`src/hdl/pip_pkg.sv`:
```
package pip_pkg;

    localparam int FIELD_W     = 32;
    localparam int COORD_WIDTH = 32;
    localparam int DIFF_W      = COORD_WIDTH + 1;
    localparam int PROD_W      = 2 * DIFF_W;

    // queue depth must stay a power of two: pointers wrap by overflow
    localparam int FIFO_DEPTH = 4;
    localparam int FIFO_AW    = $clog2(FIFO_DEPTH);
    localparam int FIFO_CW    = FIFO_AW + 1;

    typedef logic signed [FIELD_W-1:0]     field_t;
    typedef logic signed [COORD_WIDTH-1:0] coord_t;
    typedef logic signed [DIFF_W-1:0]      diff_t;
    typedef logic signed [PROD_W-1:0]      prod_t;

    // one vertex request as queued between front and back
    typedef struct packed {
        coord_t cur_x;
        coord_t cur_y;
        coord_t prev_x;
        coord_t prev_y;
        coord_t first_x;
        coord_t first_y;
        coord_t qx;
        coord_t qy;
        logic   is_first;
        logic   is_last;
    } task_t;

    typedef struct packed {
        logic full;
        logic empty;
    } fifo_stat_t;

    typedef struct packed {
        diff_t dpy;
        diff_t dxb;
        diff_t dpx;
        diff_t dyb;
        logic  straddle;
    } edge_diff_t;

    typedef struct packed {
        prod_t p;
        prod_t q;
        logic  d_pos;
        logic  straddle;
    } edge_prod_t;

endpackage

```
`src/hdl/pip_fifo.sv`:
```
module pip_fifo (
    input  logic                clk,
    input  logic                rst_n,
    input  logic                push,
    input  pip_pkg::task_t      push_data,
    input  logic                pop,
    output pip_pkg::task_t      pop_data,
    output pip_pkg::fifo_stat_t stat
);
    import pip_pkg::*;

    task_t              mem [FIFO_DEPTH];
    logic [FIFO_AW-1:0] wr_ptr_reg, wr_ptr_next;
    logic [FIFO_AW-1:0] rd_ptr_reg, rd_ptr_next;
    logic [FIFO_CW-1:0] count_reg, count_next;

    assign stat.full  = (count_reg == FIFO_CW'(FIFO_DEPTH));
    assign stat.empty = (count_reg == '0);
    assign pop_data   = mem[rd_ptr_reg];

    always_comb
    begin
        wr_ptr_next = push ? wr_ptr_reg + 1'b1 : wr_ptr_reg;
        rd_ptr_next = pop ? rd_ptr_reg + 1'b1 : rd_ptr_reg;
        count_next  = count_reg;
        if (push && !pop)
        begin
            count_next = count_reg + 1'b1;
        end
        else if (pop && !push)
        begin
            count_next = count_reg - 1'b1;
        end
    end

    always_ff @(posedge clk or negedge rst_n)
    begin
        if (!rst_n)
        begin
            wr_ptr_reg <= '0;
            rd_ptr_reg <= '0;
            count_reg  <= '0;
        end
        else
        begin
            wr_ptr_reg <= wr_ptr_next;
            rd_ptr_reg <= rd_ptr_next;
            count_reg  <= count_next;
        end
    end

    always_ff @(posedge clk)
    begin
        if (push)
        begin
            mem[wr_ptr_reg] <= push_data;
        end
    end

endmodule

```
`config.mk`:
```
export PLATFORM = sky130hd
export DESIGN_NAME = pip_fifo
export DESIGN_NICKNAME = d
export VERILOG_FILES = /design/src/hdl/pip_pkg.sv /design/src/hdl/pip_fifo.sv
export SDC_FILE = /design/constraint.sdc
export NUM_CORES = 1
export LEC_CHECK = 0
export ABC_AREA = 1
export BUFFER_PORTS_ARGS = -buffer_cell sky130_fd_sc_hd__buf_2
export CAP_MARGIN = 30
export CORE_ASPECT_RATIO = 0.6
export CORE_UTILIZATION = 30
export DETAILED_ROUTE_END_ITERATION = 16
export HOLD_SLACK_MARGIN = 0.02
export PLACE_DENSITY = 0.54
export SLEW_MARGIN = 0
export SYNTH_ARGS = -nofsm -noshare
export SYNTH_HDL_FRONTEND = slang
export SYNTH_SLANG_ARGS = --single-unit
```
`constraint.sdc`:
```
create_clock -name clk -period 16.5 [get_ports clk]
set_input_delay 3.3 -clock clk [delete_from_list [all_inputs] [get_ports clk]]
set_output_delay 3.3 -clock clk [all_outputs]
set_load 0.02 [all_outputs]
```
==> results.sh <==
export IMPL_reg2reg_depth=6
export IMPL_yosysMostFrequentCell="edfxtp_1"
export IMPL_rr_endpoint="mem[2][93]$_DFFE_PP_"
export IMPL_hp_class="reg -> reg"
export IMPL_post_route_drc_count=0
export IMPL_cts_sinks=1039
export IMPL_skew_ps=31.8
export IMPL_yosys_warnings=0
export IMPL_nFillCells=13300
export IMPL_r2r_start="wr_ptr_reg[0]$_DFFE_PN0P_"
export IMPL_routed_wl_um=94200
export IMPL_ant_nets=0
export IMPL_hpwl_um=53600
export IMPL_yosys_top_cells_count="1032 x edfxtp_1, 787 x nand2_1, 527 x inv_1"
export IMPL_max_cap_violations=0
export IMPL_die_h_um=291
export IMPL_async_reset_ff_share_pct=0.674
export IMPL_ir_worst_vdd_mv=0.158
export IMPL_setup_viol=0
export IMPL_synthDistinctLibCells=19
export IMPL_slew_headroom_pct=23.2
export IMPL_worstPathMaxFanout=233
export IMPL_grt_antenna_before_repair=31
export IMPL_cp_required_ps=13200
export IMPL_place_gp_congestion=0.725
export IMPL_cts_max_level=3
export IMPL_port_buffer_count=521
export IMPL_cellPowerDensity_nw_per_um2=188
export IMPL_design_die_area_um2=140000
export IMPL_post_cts_setup_buffers=0
export IMPL_synth_seq_cells=1039
export IMPL_fin_crit_ps=8030
export IMPL_synth_edf_count=1032
export IMPL_num_rows=105
export IMPL_coreArea_um2=137000
export IMPL_drv_slew=0
export IMPL_critPathKind="reg -> out"
export IMPL_firstDrtPassIters=4
export IMPL_p_total_w=0.00924
export IMPL_ios=522
export IMPL_largest_register_ffs=1032
export IMPL_wl_per_cell_um=17.3
export IMPL_crit_path_end_kind="output pin"
export IMPL_outcome="finished clean"
export IMPL_hp_start="count_reg[2]$_DFFE_PN0P_"
export IMPL_synth_seq_area_share_pct=74.8
export IMPL_clockBufferDepth=3
export IMPL_cellLeakagePower_nw=19.2
export IMPL_cts_tree="done"
export IMPL_r2r_setup_slack_ps=13150
export IMPL_hold_end="count_reg[2]$_DFFE_PN0P_"
export IMPL_grt_pass1_vias=22900
export IMPL_cts_clk_slew_worst_paths_ps=60
export IMPL_cts_root_buffer="clkbuf_16"
export IMPL_initial_core_util_pct=30.4
export IMPL_clk_latency_ps=700
export IMPL_routed_via_density=4.33
export IMPL_finalCritPeriodShare_pct=48.6
export IMPL_grt_pass1_wl_um=144000
export IMPL_grt_use_total_pct=13.3
export IMPL_finalSetupTns_ps=0
export IMPL_holdWs_ps=515
export IMPL_drt_initial_drc_count=1276
export IMPL_cts_resized=0
export IMPL_fin_nets=3804
export IMPL_area_growth_pct=17.9
export IMPL_tightest_slew_ps=1150
export IMPL_holdPathStages=2
export IMPL_netlist_area_leader_share_pct=74.3
export IMPL_syn_nets=3326
export IMPL_rsz0062_at_grt="no"
export IMPL_crit_arrival_ps=4730
export IMPL_syn_avg_cell_area_um2=13.6
export IMPL_synth_area_leader_cell="edfxtp_1"
export IMPL_drive_gt1_share_pct=22.1
export IMPL_via_count=23600
export IMPL_grt_start_max_net_pins=234
export IMPL_synth_area_leaders="edfxtp_1 74%, o211ai_1 7.3%, nand2_1 7.1%, inv_1 4.7%, o211ai_2 3.2%"
export IMPL_syn_area_um2=41700
export IMPL_numCtsBuffers=100
export IMPL_fmax_mhz=125
export IMPL_synthCells=3058
export IMPL_die_w_um=483
export IMPL_final_hold_viol_count=0
export IMPL_hold_buffers=0
export IMPL_overflow=0
export IMPL_cp_start_kind="register"
export IMPL_ys_flop_type="edfxtp_1"
[worst max-delay path: stages (launching register included)]
cell      delay (ps)
dfrtp_4         1020
buf_12           580
buf_12           620
buf_12           630
o211ai_1         220
nand2_1          190
buf_2            200
[logic make-up after synthesis]
| logic type | after synthesis | synth area share, % |
|---|---|---|
| flip-flops | 1039 | 74.8 |
| AND/OR/NAND/NOR | 791 | 7.14 |
| buffers and inverters | 701 | 7.21 |
| AO/OA/AOI/OAI | 517 | 10.6 |
| adder cells (fa/ha/maj) | 6 | 0.198 |
| XOR/XNOR | 4 | 0.0841 |
[worst max path at each step]
stage	cells past startpoint	slack [ps]	endpoint	from
3_3_place_gp	6	9020	pop_data[122]	rd_ptr_reg[1]$_DFFE_PN0P_
2_1_floorplan	3	7320	mem[1][0]$_DFFE_PP_	push
4_1_cts	6	8390	pop_data[84]	rd_ptr_reg[0]$_DFFE_PN0P_
3_5_place_dp	6	9190	pop_data[84]	rd_ptr_reg[0]$_DFFE_PN0P_
5_1_grt	7	8040	pop_data[93]	rd_ptr_reg[0]$_DFFE_PN0P_
6_report	6	8470	pop_data[84]	rd_ptr_reg[0]$_DFFE_PN0P_
[layout make-up]
class	instances	area, µm²	area share [%]
tap	1819	2280	4.63
clock inverter	61	584	1.19
multi-input combinational	1318	7510	15.3
timing repair buffer	549	2940	5.98
clock buffer	126	2600	5.29
antenna	10	25.0	0.0509
inverter	528	2020	4.11
sequential	1039	31200	63.4
[per-layer routing]
| layer | vias to the layer above | share of wire (%) | global-route usage (%) |
|---|---|---|---|
| met2 | 427 | 45 | 20.5 |
| met1 | 11300 | 46 | 17.8 |
| met3 | 171 | 7.1 | 4.64 |
| li1 | 11700 | - | - |
| met5 | - | 0.30 | 0 |
| met4 | 44 | 1.9 | 3.22 |
[stage by stage]
step                      instances  worst slack, ps  cell area (µm²)  utilization, %
after global routing           5443             8040            49100            35.8
after CTS                      5438             8390            49000            35.7
final                          5450             8470            49100            35.8
after global placement         5250             9020            45800            33.4
after detailed placement       5251             9190            45900            33.4
after floorplan                3058             7320            41700               -
[power breakdown]
group	internal (W)	switching, W
registers	0.00345	0.000165
logic	0.000954	0.00242
clock network	0.00124	0.00101
[cells in the final DEF, fill, tap and decap left out, types with 2 or more instances in the layout]
cell,instances
buf_2,521
o211ai_1,408
clkinv_1,26
edfxtp_1,1032
o211ai_2,108
nand2_1,787
buf_4,20
dfrtp_4,2
inv_1,523
clkinvlp_4,4
clkinv_16,4
clkbuf_16,100
clkbuf_1,26
inv_6,4
buf_12,5
dfrtp_1,5
nor3_1,2
buf_16,3
inv_8,5
bufinv_16,7
clkinv_2,15
ha_1,5
diode_2,10
xor2_1,3
No activity file was read; power rests on OpenSTA's default activity.
