### src/hdl/pip_pkg.sv
package pip_pkg;

    localparam int FIELD_W     = 32;
    localparam int COORD_WIDTH = 32;
    localparam int DIFF_W      = COORD_WIDTH + 1;
    localparam int PROD_W      = 2 * DIFF_W;

    // queue depth must stay a power of two: pointers wrap by overflow
    localparam int FIFO_DEPTH = 4;
    localparam int FIFO_AW    = $clog2(FIFO_DEPTH);
    localparam int FIFO_CW    = FIFO_AW + 1;

    typedef logic signed [FIELD_W-1:0]     field_t;
    typedef logic signed [COORD_WIDTH-1:0] coord_t;
    typedef logic signed [DIFF_W-1:0]      diff_t;
    typedef logic signed [PROD_W-1:0]      prod_t;

    // one vertex request as queued between front and back
    typedef struct packed {
        coord_t cur_x;
        coord_t cur_y;
        coord_t prev_x;
        coord_t prev_y;
        coord_t first_x;
        coord_t first_y;
        coord_t qx;
        coord_t qy;
        logic   is_first;
        logic   is_last;
    } task_t;

    typedef struct packed {
        logic full;
        logic empty;
    } fifo_stat_t;

    typedef struct packed {
        diff_t dpy;
        diff_t dxb;
        diff_t dpx;
        diff_t dyb;
        logic  straddle;
    } edge_diff_t;

    typedef struct packed {
        prod_t p;
        prod_t q;
        logic  d_pos;
        logic  straddle;
    } edge_prod_t;

endpackage

### src/hdl/pip_if.sv
interface pip_vtx_if;
    logic                         valid;
    logic                         ready;
    logic signed [pip_pkg::FIELD_W-1:0] query_x;
    logic signed [pip_pkg::FIELD_W-1:0] query_y;
    logic signed [pip_pkg::FIELD_W-1:0] vertex_x;
    logic signed [pip_pkg::FIELD_W-1:0] vertex_y;
    logic                         last_vertex;

    modport source (
        output valid, query_x, query_y, vertex_x, vertex_y, last_vertex,
        input  ready
    );
    modport sink (
        input  valid, query_x, query_y, vertex_x, vertex_y, last_vertex,
        output ready
    );
endinterface


### src/hdl/pip_front.sv
module pip_front (
    input  logic           clk,
    input  logic           rst_n,
    pip_vtx_if.sink        vtx,
    input  logic           fifo_full,
    output logic           push,
    output pip_pkg::task_t push_data
);
    import pip_pkg::*;

    logic   start_pending_reg, start_pending_next;
    coord_t held_qx_reg, held_qy_reg;
    coord_t first_x_reg, first_y_reg;
    coord_t prev_x_reg, prev_y_reg;
    coord_t cur_x, cur_y, in_qx, in_qy;

    assign vtx.ready = !fifo_full;
    assign push      = vtx.valid && vtx.ready;

    // only the low COORD_WIDTH bits of each field carry the coordinate
    assign cur_x = vtx.vertex_x[COORD_WIDTH-1:0];
    assign cur_y = vtx.vertex_y[COORD_WIDTH-1:0];
    assign in_qx = vtx.query_x[COORD_WIDTH-1:0];
    assign in_qy = vtx.query_y[COORD_WIDTH-1:0];

    always_comb
    begin
        push_data.cur_x    = cur_x;
        push_data.cur_y    = cur_y;
        push_data.prev_x   = prev_x_reg;
        push_data.prev_y   = prev_y_reg;
        push_data.first_x  = start_pending_reg ? cur_x : first_x_reg;
        push_data.first_y  = start_pending_reg ? cur_y : first_y_reg;
        push_data.qx       = start_pending_reg ? in_qx : held_qx_reg;
        push_data.qy       = start_pending_reg ? in_qy : held_qy_reg;
        push_data.is_first = start_pending_reg;
        push_data.is_last  = vtx.last_vertex;

        start_pending_next = start_pending_reg;
        if (push)
        begin
            start_pending_next = vtx.last_vertex;
        end
    end

    always_ff @(posedge clk or negedge rst_n)
    begin
        if (!rst_n)
        begin
            start_pending_reg <= 1'b1;
        end
        else
        begin
            start_pending_reg <= start_pending_next;
        end
    end

    always_ff @(posedge clk)
    begin
        if (push)
        begin
            if (start_pending_reg)
            begin
                held_qx_reg <= in_qx;
                held_qy_reg <= in_qy;
                first_x_reg <= cur_x;
                first_y_reg <= cur_y;
            end
            prev_x_reg <= cur_x;
            prev_y_reg <= cur_y;
        end
    end

endmodule

### src/flat_wrapper.sv
// flat-port wrapper written by rule: the top's interface ports become plain ports
module pip_front_flat import pip_pkg::*;
  (clk, rst_n, fifo_full, push, push_data, vtx_valid, vtx_query_x, vtx_query_y, vtx_vertex_x, vtx_vertex_y, vtx_last_vertex, vtx_ready);
  pip_vtx_if vtx_i ();
  input  logic clk;
  input  logic rst_n;
  input  logic fifo_full;
  output logic push;
  output pip_pkg::task_t push_data;
  input wire logic [$bits(vtx_i.valid)-1:0] vtx_valid;
  input wire logic [$bits(vtx_i.query_x)-1:0] vtx_query_x;
  input wire logic [$bits(vtx_i.query_y)-1:0] vtx_query_y;
  input wire logic [$bits(vtx_i.vertex_x)-1:0] vtx_vertex_x;
  input wire logic [$bits(vtx_i.vertex_y)-1:0] vtx_vertex_y;
  input wire logic [$bits(vtx_i.last_vertex)-1:0] vtx_last_vertex;
  output wire logic [$bits(vtx_i.ready)-1:0] vtx_ready;
  assign vtx_i.valid = vtx_valid;
  assign vtx_i.query_x = vtx_query_x;
  assign vtx_i.query_y = vtx_query_y;
  assign vtx_i.vertex_x = vtx_vertex_x;
  assign vtx_i.vertex_y = vtx_vertex_y;
  assign vtx_i.last_vertex = vtx_last_vertex;
  assign vtx_ready = vtx_i.ready;
  pip_front u_core (.clk(clk), .rst_n(rst_n), .vtx(vtx_i), .fifo_full(fifo_full), .push(push), .push_data(push_data));
endmodule
### config.mk
export PLATFORM = sky130hd
export DESIGN_NAME = pip_front_flat
export DESIGN_NICKNAME = d
export VERILOG_FILES = /design/src/hdl/pip_pkg.sv /design/src/hdl/pip_if.sv /design/src/hdl/pip_front.sv /design/src/flat_wrapper.sv
export SDC_FILE = /design/constraint.sdc
export NUM_CORES = 1
export LEC_CHECK = 0
export BUFFER_PORTS_ARGS = -buffer_cell sky130_fd_sc_hd__buf_2
export CAP_MARGIN = 30
export CORE_AREA = 2 2 153 155
export CTS_CLUSTER_DIAMETER = 50
export CTS_CLUSTER_SIZE = 40
export DETAILED_ROUTE_END_ITERATION = 8
export DIE_AREA = 0 0 155 157
export PLACE_DENSITY = 0.65
export SYNTH_ARGS = -nofsm -noshare
export SYNTH_HDL_FRONTEND = slang
export SYNTH_SLANG_ARGS = --single-unit
### constraint.sdc
create_clock -name clk -period 26 [get_ports clk]
set_input_delay 2.6 -clock clk [delete_from_list [all_inputs] [get_ports clk]]
set_output_delay 2.6 -clock clk [all_outputs]
set_load 0.01 [all_outputs]
==> impl_metrics.env, run 1 <==
export IMPL_ctsResizeCount=0
export IMPL_io_buffers=392
export IMPL_clk_path_buf_depth=2
export IMPL_grt_max_degree=76
export IMPL_cp_arrival_ps=3160
export IMPL_die_h_um=157
export IMPL_wl_per_cell_um=17.2
export IMPL_maxCapViolCount=0
export IMPL_pin_count=393
export IMPL_start_util_pct=35.1
export IMPL_hp_class="flip-flop to flip-flop"
export IMPL_power_switching_uw=198
export IMPL_drc=0
export IMPL_yosysWarnings=0
export IMPL_tns_ps=0
export IMPL_drv_slew=0
export IMPL_cts_hold_buf=0
export IMPL_fp_dieArea_um2=24300
export IMPL_ir_drop_mv=0.0522
export IMPL_p_sw_share_pct=25.9
export IMPL_clkLatencyLatePin_ps=420
export IMPL_drive_gt1_share_pct=74.0
export IMPL_gr_total_overflow=0
export IMPL_ys_seq_elements=193
export IMPL_finalNetCount=873
export IMPL_outcome="completed"
export IMPL_cp_max_fo=3
export IMPL_synth_area_um2=7900
export IMPL_clk_pin_slew_worst_paths_ps=70
export IMPL_num_vias=4669
export IMPL_vias_per_cell=4.50
export IMPL_period_minus_slack_ps=5760
export IMPL_core_area_um2=22500
export IMPL_grt_pass1_wl_mm=26.1
export IMPL_fin_ws_ps=20240
export IMPL_setup_viol=0
export IMPL_power_share_clock_pct=33.7
export IMPL_max_freq_ghz=0.174
export IMPL_place_ws_ps=20240
export IMPL_period_share_pct=22.2
export IMPL_ys_types=8
export IMPL_power_frac_comb_pct=16.8
export IMPL_crit_type="input port to output pin"
export IMPL_grt_pass1_vias=4576
export IMPL_die_w_um=155
export IMPL_finalClockSkew_ps=6.17
export IMPL_syn_to_final_growth_pct=29.3
export IMPL_synthesis_nets=537
export IMPL_hold_viol_final=0
export IMPL_htreeDepth=4
export IMPL_mostFrequentLayoutCells="392 x buf_2, 192 x edfxtp_1, 129 x mux2_2, 17 x clkbuf_16"
export IMPL_power_frac_seq_pct=49.6
export IMPL_tritoncts="done"
export IMPL_p_per_area_nw_per_um2=74.8
export IMPL_dr_pass1_iters=4
export IMPL_cp_data_required_time_ps=23400
export IMPL_drtAntennaViolNets=0
export IMPL_p_leak_nw=4.19
export IMPL_clock_sinks=193
export IMPL_worstSetupStartpointType="input port"
export IMPL_antenna_found_initial=0
export IMPL_diodes=0
export IMPL_final_util_pct=45.4
export IMPL_wirelength_mm=17.9
export IMPL_cts_setup_buffers=0
export IMPL_syn_area_per_cell_um2=19.6
export IMPL_groute_usage_overall_pct=14.1
export IMPL_final_common_cell="buf_2"
export IMPL_numCtsBuffers=17
export IMPL_rows=55
export IMPL_power_internal_uw=566
export IMPL_max_slew_margin_pct=36.3
export IMPL_gp_congestion=0.760
export IMPL_end_kind="output pin"
export IMPL_synth_seq_area_share_pct=73.3
export IMPL_hpwlAfterDp_mm=12.9
export IMPL_syn_inst=404
export IMPL_worst_pin_slew_ps=955
export IMPL_drt_iter0_drc=233
export IMPL_root_buffer="clkbuf_16"
export IMPL_rsz0062_at_grt="false"
==> power by group through the flow <==
stage          clock network, mW  logic, mW  registers [mW]
5_1_grt                    0.277      0.139           0.382
3_5_place_dp                   0      0.129           0.387
4_1_cts                    0.266      0.129           0.380
2_1_floorplan                  0     0.0823           0.388
6_report                   0.257      0.128           0.379
3_3_place_gp                   0      0.128           0.386
==> area by class of cell <==
type | instances | area [µm²]
tap | 285 | 357
multi-input combinational | 130 | 1470
fill | 2017 | 12300
inverter | 1 | 3.75
timing repair buffer | 397 | 2020
clock inverter | 15 | 148
clock buffer | 17 | 425
sequential | 193 | 5800
==> Yosys cell counts (all sizes together) <==
library cell,number,area [µm²]
buf,80,647
dfstp,1,26.3
edfxtp,192,5770
inv,1,3.75
mux2,129,1450
nor2b,1,6.26
==> through the flow <==
| stage | hold slack (ps) | area [µm²] | power, mW | instances |
|---|---|---|---|---|
| after global routing | 582 | 10200 | 0.798 | 1038 |
| after global placement | 549 | 9610 | 0.514 | 1005 |
| after floorplan | 586 | 7900 | 0.470 | 404 |
| final | 567 | 10200 | 0.764 | 1038 |
| after detailed placement | 554 | 9610 | 0.516 | 1005 |
| after CTS | 572 | 10200 | 0.775 | 1037 |
==> metal layers <==
layer  global-route usage (%)  wire (µm)  share of wire [%]
met1                     16.8       7210                 40
met2                     23.7       8930                 50
met3                     4.90       1430                8.0
met4                     4.81        309                1.7
met5                        0          0                  0
==> path summary, 6_finish.rpt <==
path	startpoint	endpoint	slack, ps	depth (start not counted)
max	vtx_vertex_y[26]	push_data[92]	20240	3
min	u_core.first_x_reg[21]$_DFFE_PP_	u_core.first_x_reg[21]$_DFFE_PP_	570	1
max reg2reg	u_core.start_pending_reg$_DFFE_PN1P_	u_core.first_y_reg[31]$_DFFE_PP_	23690	3
min reg2reg	u_core.first_x_reg[21]$_DFFE_PP_	u_core.first_x_reg[21]$_DFFE_PP_	570	1
max in group asynchronous	rst_n	u_core.start_pending_reg$_DFFE_PN1P_	23880	1
min in group asynchronous	rst_n	u_core.start_pending_reg$_DFFE_PN1P_	2110	1
==> critical path, cell delays in order <==
cell and delay [ps]:
buf_2 110, mux2_2 300, buf_2 150
==> cell families (layout without fill, tap and decap cells) <==
family	count (synthesis)	count (layout)	synth area share (%)
buffers and inverters	81	430	8.23
flip-flops	193	193	73.3
AND/OR/NAND/NOR	1	1	0.0792
multiplexers	129	129	18.4
No activity file was read; power rests on OpenSTA's default activity.
==> run 2, diff against run 1 <==
- clock period: 26 -> 5.7 ns (I/O delays scaled with it)
==> impl_metrics.env, run 2 (synthesized netlist as in run 1, its figures left out) <==
export IMPL_outcome="completed"
export IMPL_tns_ps=0
export IMPL_finalNetCount=871
export IMPL_final_cell_area_um2=10200
export IMPL_wl_per_cell_um=17.0
export IMPL_final_common_cell="buf_2"
export IMPL_numCtsBuffers=17
export IMPL_p_leak_nw=4.17
export IMPL_finalClockSkew_ps=8.36
export IMPL_die_h_um=157
export IMPL_worstSetupStartpointType="flip-flop"
export IMPL_drc=0
export IMPL_register_area_um2=5800
export IMPL_ir_drop_mv=0.158
export IMPL_pin_count=393
export IMPL_fp_dieArea_um2=24300
export IMPL_die_w_um=155
export IMPL_clk_path_buf_depth=2
export IMPL_start_util_pct=35.1
export IMPL_ctsResizeCount=0
export IMPL_syn_to_final_growth_pct=29.1
export IMPL_htreeDepth=4
export IMPL_post_dp_cell_area_um2=9640
export IMPL_cp_max_fo=68
export IMPL_hpwlAfterDp_mm=12.7
export IMPL_num_vias=4670
export IMPL_setup_viol=0
export IMPL_clock_sinks=193
export IMPL_period_minus_slack_ps=3130
export IMPL_max_freq_ghz=0.320
export IMPL_antenna_found_initial=0
export IMPL_drive_gt1_share_pct=74.0
export IMPL_core_area_um2=22500
export IMPL_tritoncts="done"
export IMPL_rsz0062_at_grt="false"
export IMPL_grt_pass1_vias=4551
export IMPL_wirelength_mm=17.6
export IMPL_gr_total_overflow=0
export IMPL_root_buffer="clkbuf_16"
export IMPL_io_buffers=392
export IMPL_end_kind="output pin"
export IMPL_gp_congestion=0.779
export IMPL_max_slew_margin_pct=48.2
export IMPL_worst_pin_slew_ps=776
export IMPL_mostFrequentLayoutCells="392 x buf_2, 192 x edfxtp_1, 129 x mux2_2, 17 x clkbuf_16, 6 x clkinv_4"
export IMPL_drtAntennaViolNets=0
export IMPL_period_share_pct=54.8
export IMPL_groute_usage_overall_pct=13.7
export IMPL_dr_pass1_iters=4
export IMPL_final_util_pct=45.3
export IMPL_diodes=0
export IMPL_cp_arrival_ps=2560
export IMPL_crit_type="flip-flop to output pin"
export IMPL_grt_max_degree=92
export IMPL_multi_input_comb_area_um2=1470
export IMPL_clk_pin_slew_worst_paths_ps=70
export IMPL_drv_slew=0
export IMPL_fillers=2041
export IMPL_vias_per_cell=4.51
export IMPL_rows=55
export IMPL_grt_pass1_wl_mm=25.4
export IMPL_clkLatencyLatePin_ps=420
export IMPL_cts_hold_buf=0
export IMPL_cp_data_required_time_ps=5130
export IMPL_maxCapViolCount=0
export IMPL_p_per_area_nw_per_um2=337
export IMPL_cts_setup_buffers=0
export IMPL_hold_viol_final=0
export IMPL_hp_class="input port to async pin"
export IMPL_fin_total_pwr_mw=3.44
export IMPL_drt_iter0_drc=261
run 2: cell types whose count changed in the layout (fill, tap and decap cells not counted), sizes merged:
| cell | previous run | this run |
|---|---|---|
| bufinv | 1 | 0 |
| inv | 8 | 6 |
| buf | 397 | 395 |
| clkinv | 7 | 9 |
run 2: final timing paths:
check                                                          start                              endpoint  slack, ps  cells past startpoint
max in group asynchronous                                      rst_n  u_core.start_pending_reg$_DFFE_PN1P_       5610                      1
worst max register to register  u_core.start_pending_reg$_DFFE_PN1P_      u_core.held_qy_reg[16]$_DFFE_PP_       3450                      2
worst max-delay path            u_core.start_pending_reg$_DFFE_PN1P_                         push_data[94]       2570                      3
worst min-delay path                                           rst_n  u_core.start_pending_reg$_DFFE_PN1P_         70                      1
min in group clk                                    vtx_vertex_x[30]       u_core.prev_x_reg[30]$_DFFE_PP_        340                      1
worst min register to register       u_core.held_qy_reg[0]$_DFFE_PP_       u_core.held_qy_reg[0]$_DFFE_PP_        570                      1
run 2: report_power, final:
part | leakage (nW) | total, mW | internal, mW | switching, mW
clock network | 0.271 | 1.13 | 0.574 | 0.559
registers | 1.81 | 1.73 | 1.68 | 0.0455
logic | 2.09 | 0.578 | 0.279 | 0.299
total | 4.17 | 3.44 | 2.54 | 0.904
run 2: through the flow:
step / instances / hold WS (ps) / setup WS [ps]
6_report: 1035 / 69.6 / 2570
5_1_grt: 1035 / 40.8 / 2410
4_1_cts: 1035 / 47.3 / 2530
3_5_place_dp: 1004 / 507 / 2990
3_3_place_gp: 1004 / 505 / 3020
2_1_floorplan: 404 / 422 / 1640
run 2: area by class of cell:
type | instances | share of cell area (%)
Inverter | 1 | 0.0368
Clock buffer | 17 | 4.17
Timing Repair Buffer | 395 | 19.8
Clock inverter | 14 | 1.25
Sequential cell | 193 | 56.8
Tap cell | 285 | 3.50
Multi-Input combinational cell | 130 | 14.4
run 2: critical path, stage by stage (launching register included):
cell,delay (ps)
dfstp_4,1100
buf_12,390
mux2_2,400
buf_2,140
run 2: routing by layer:
metal | routed length [µm] | track usage (%)
met1 | 7260 | 16.6
met2 | 8690 | 22.6
met3 | 1330 | 4.65
met4 | 299 | 5.29
met5 | 0 | 0
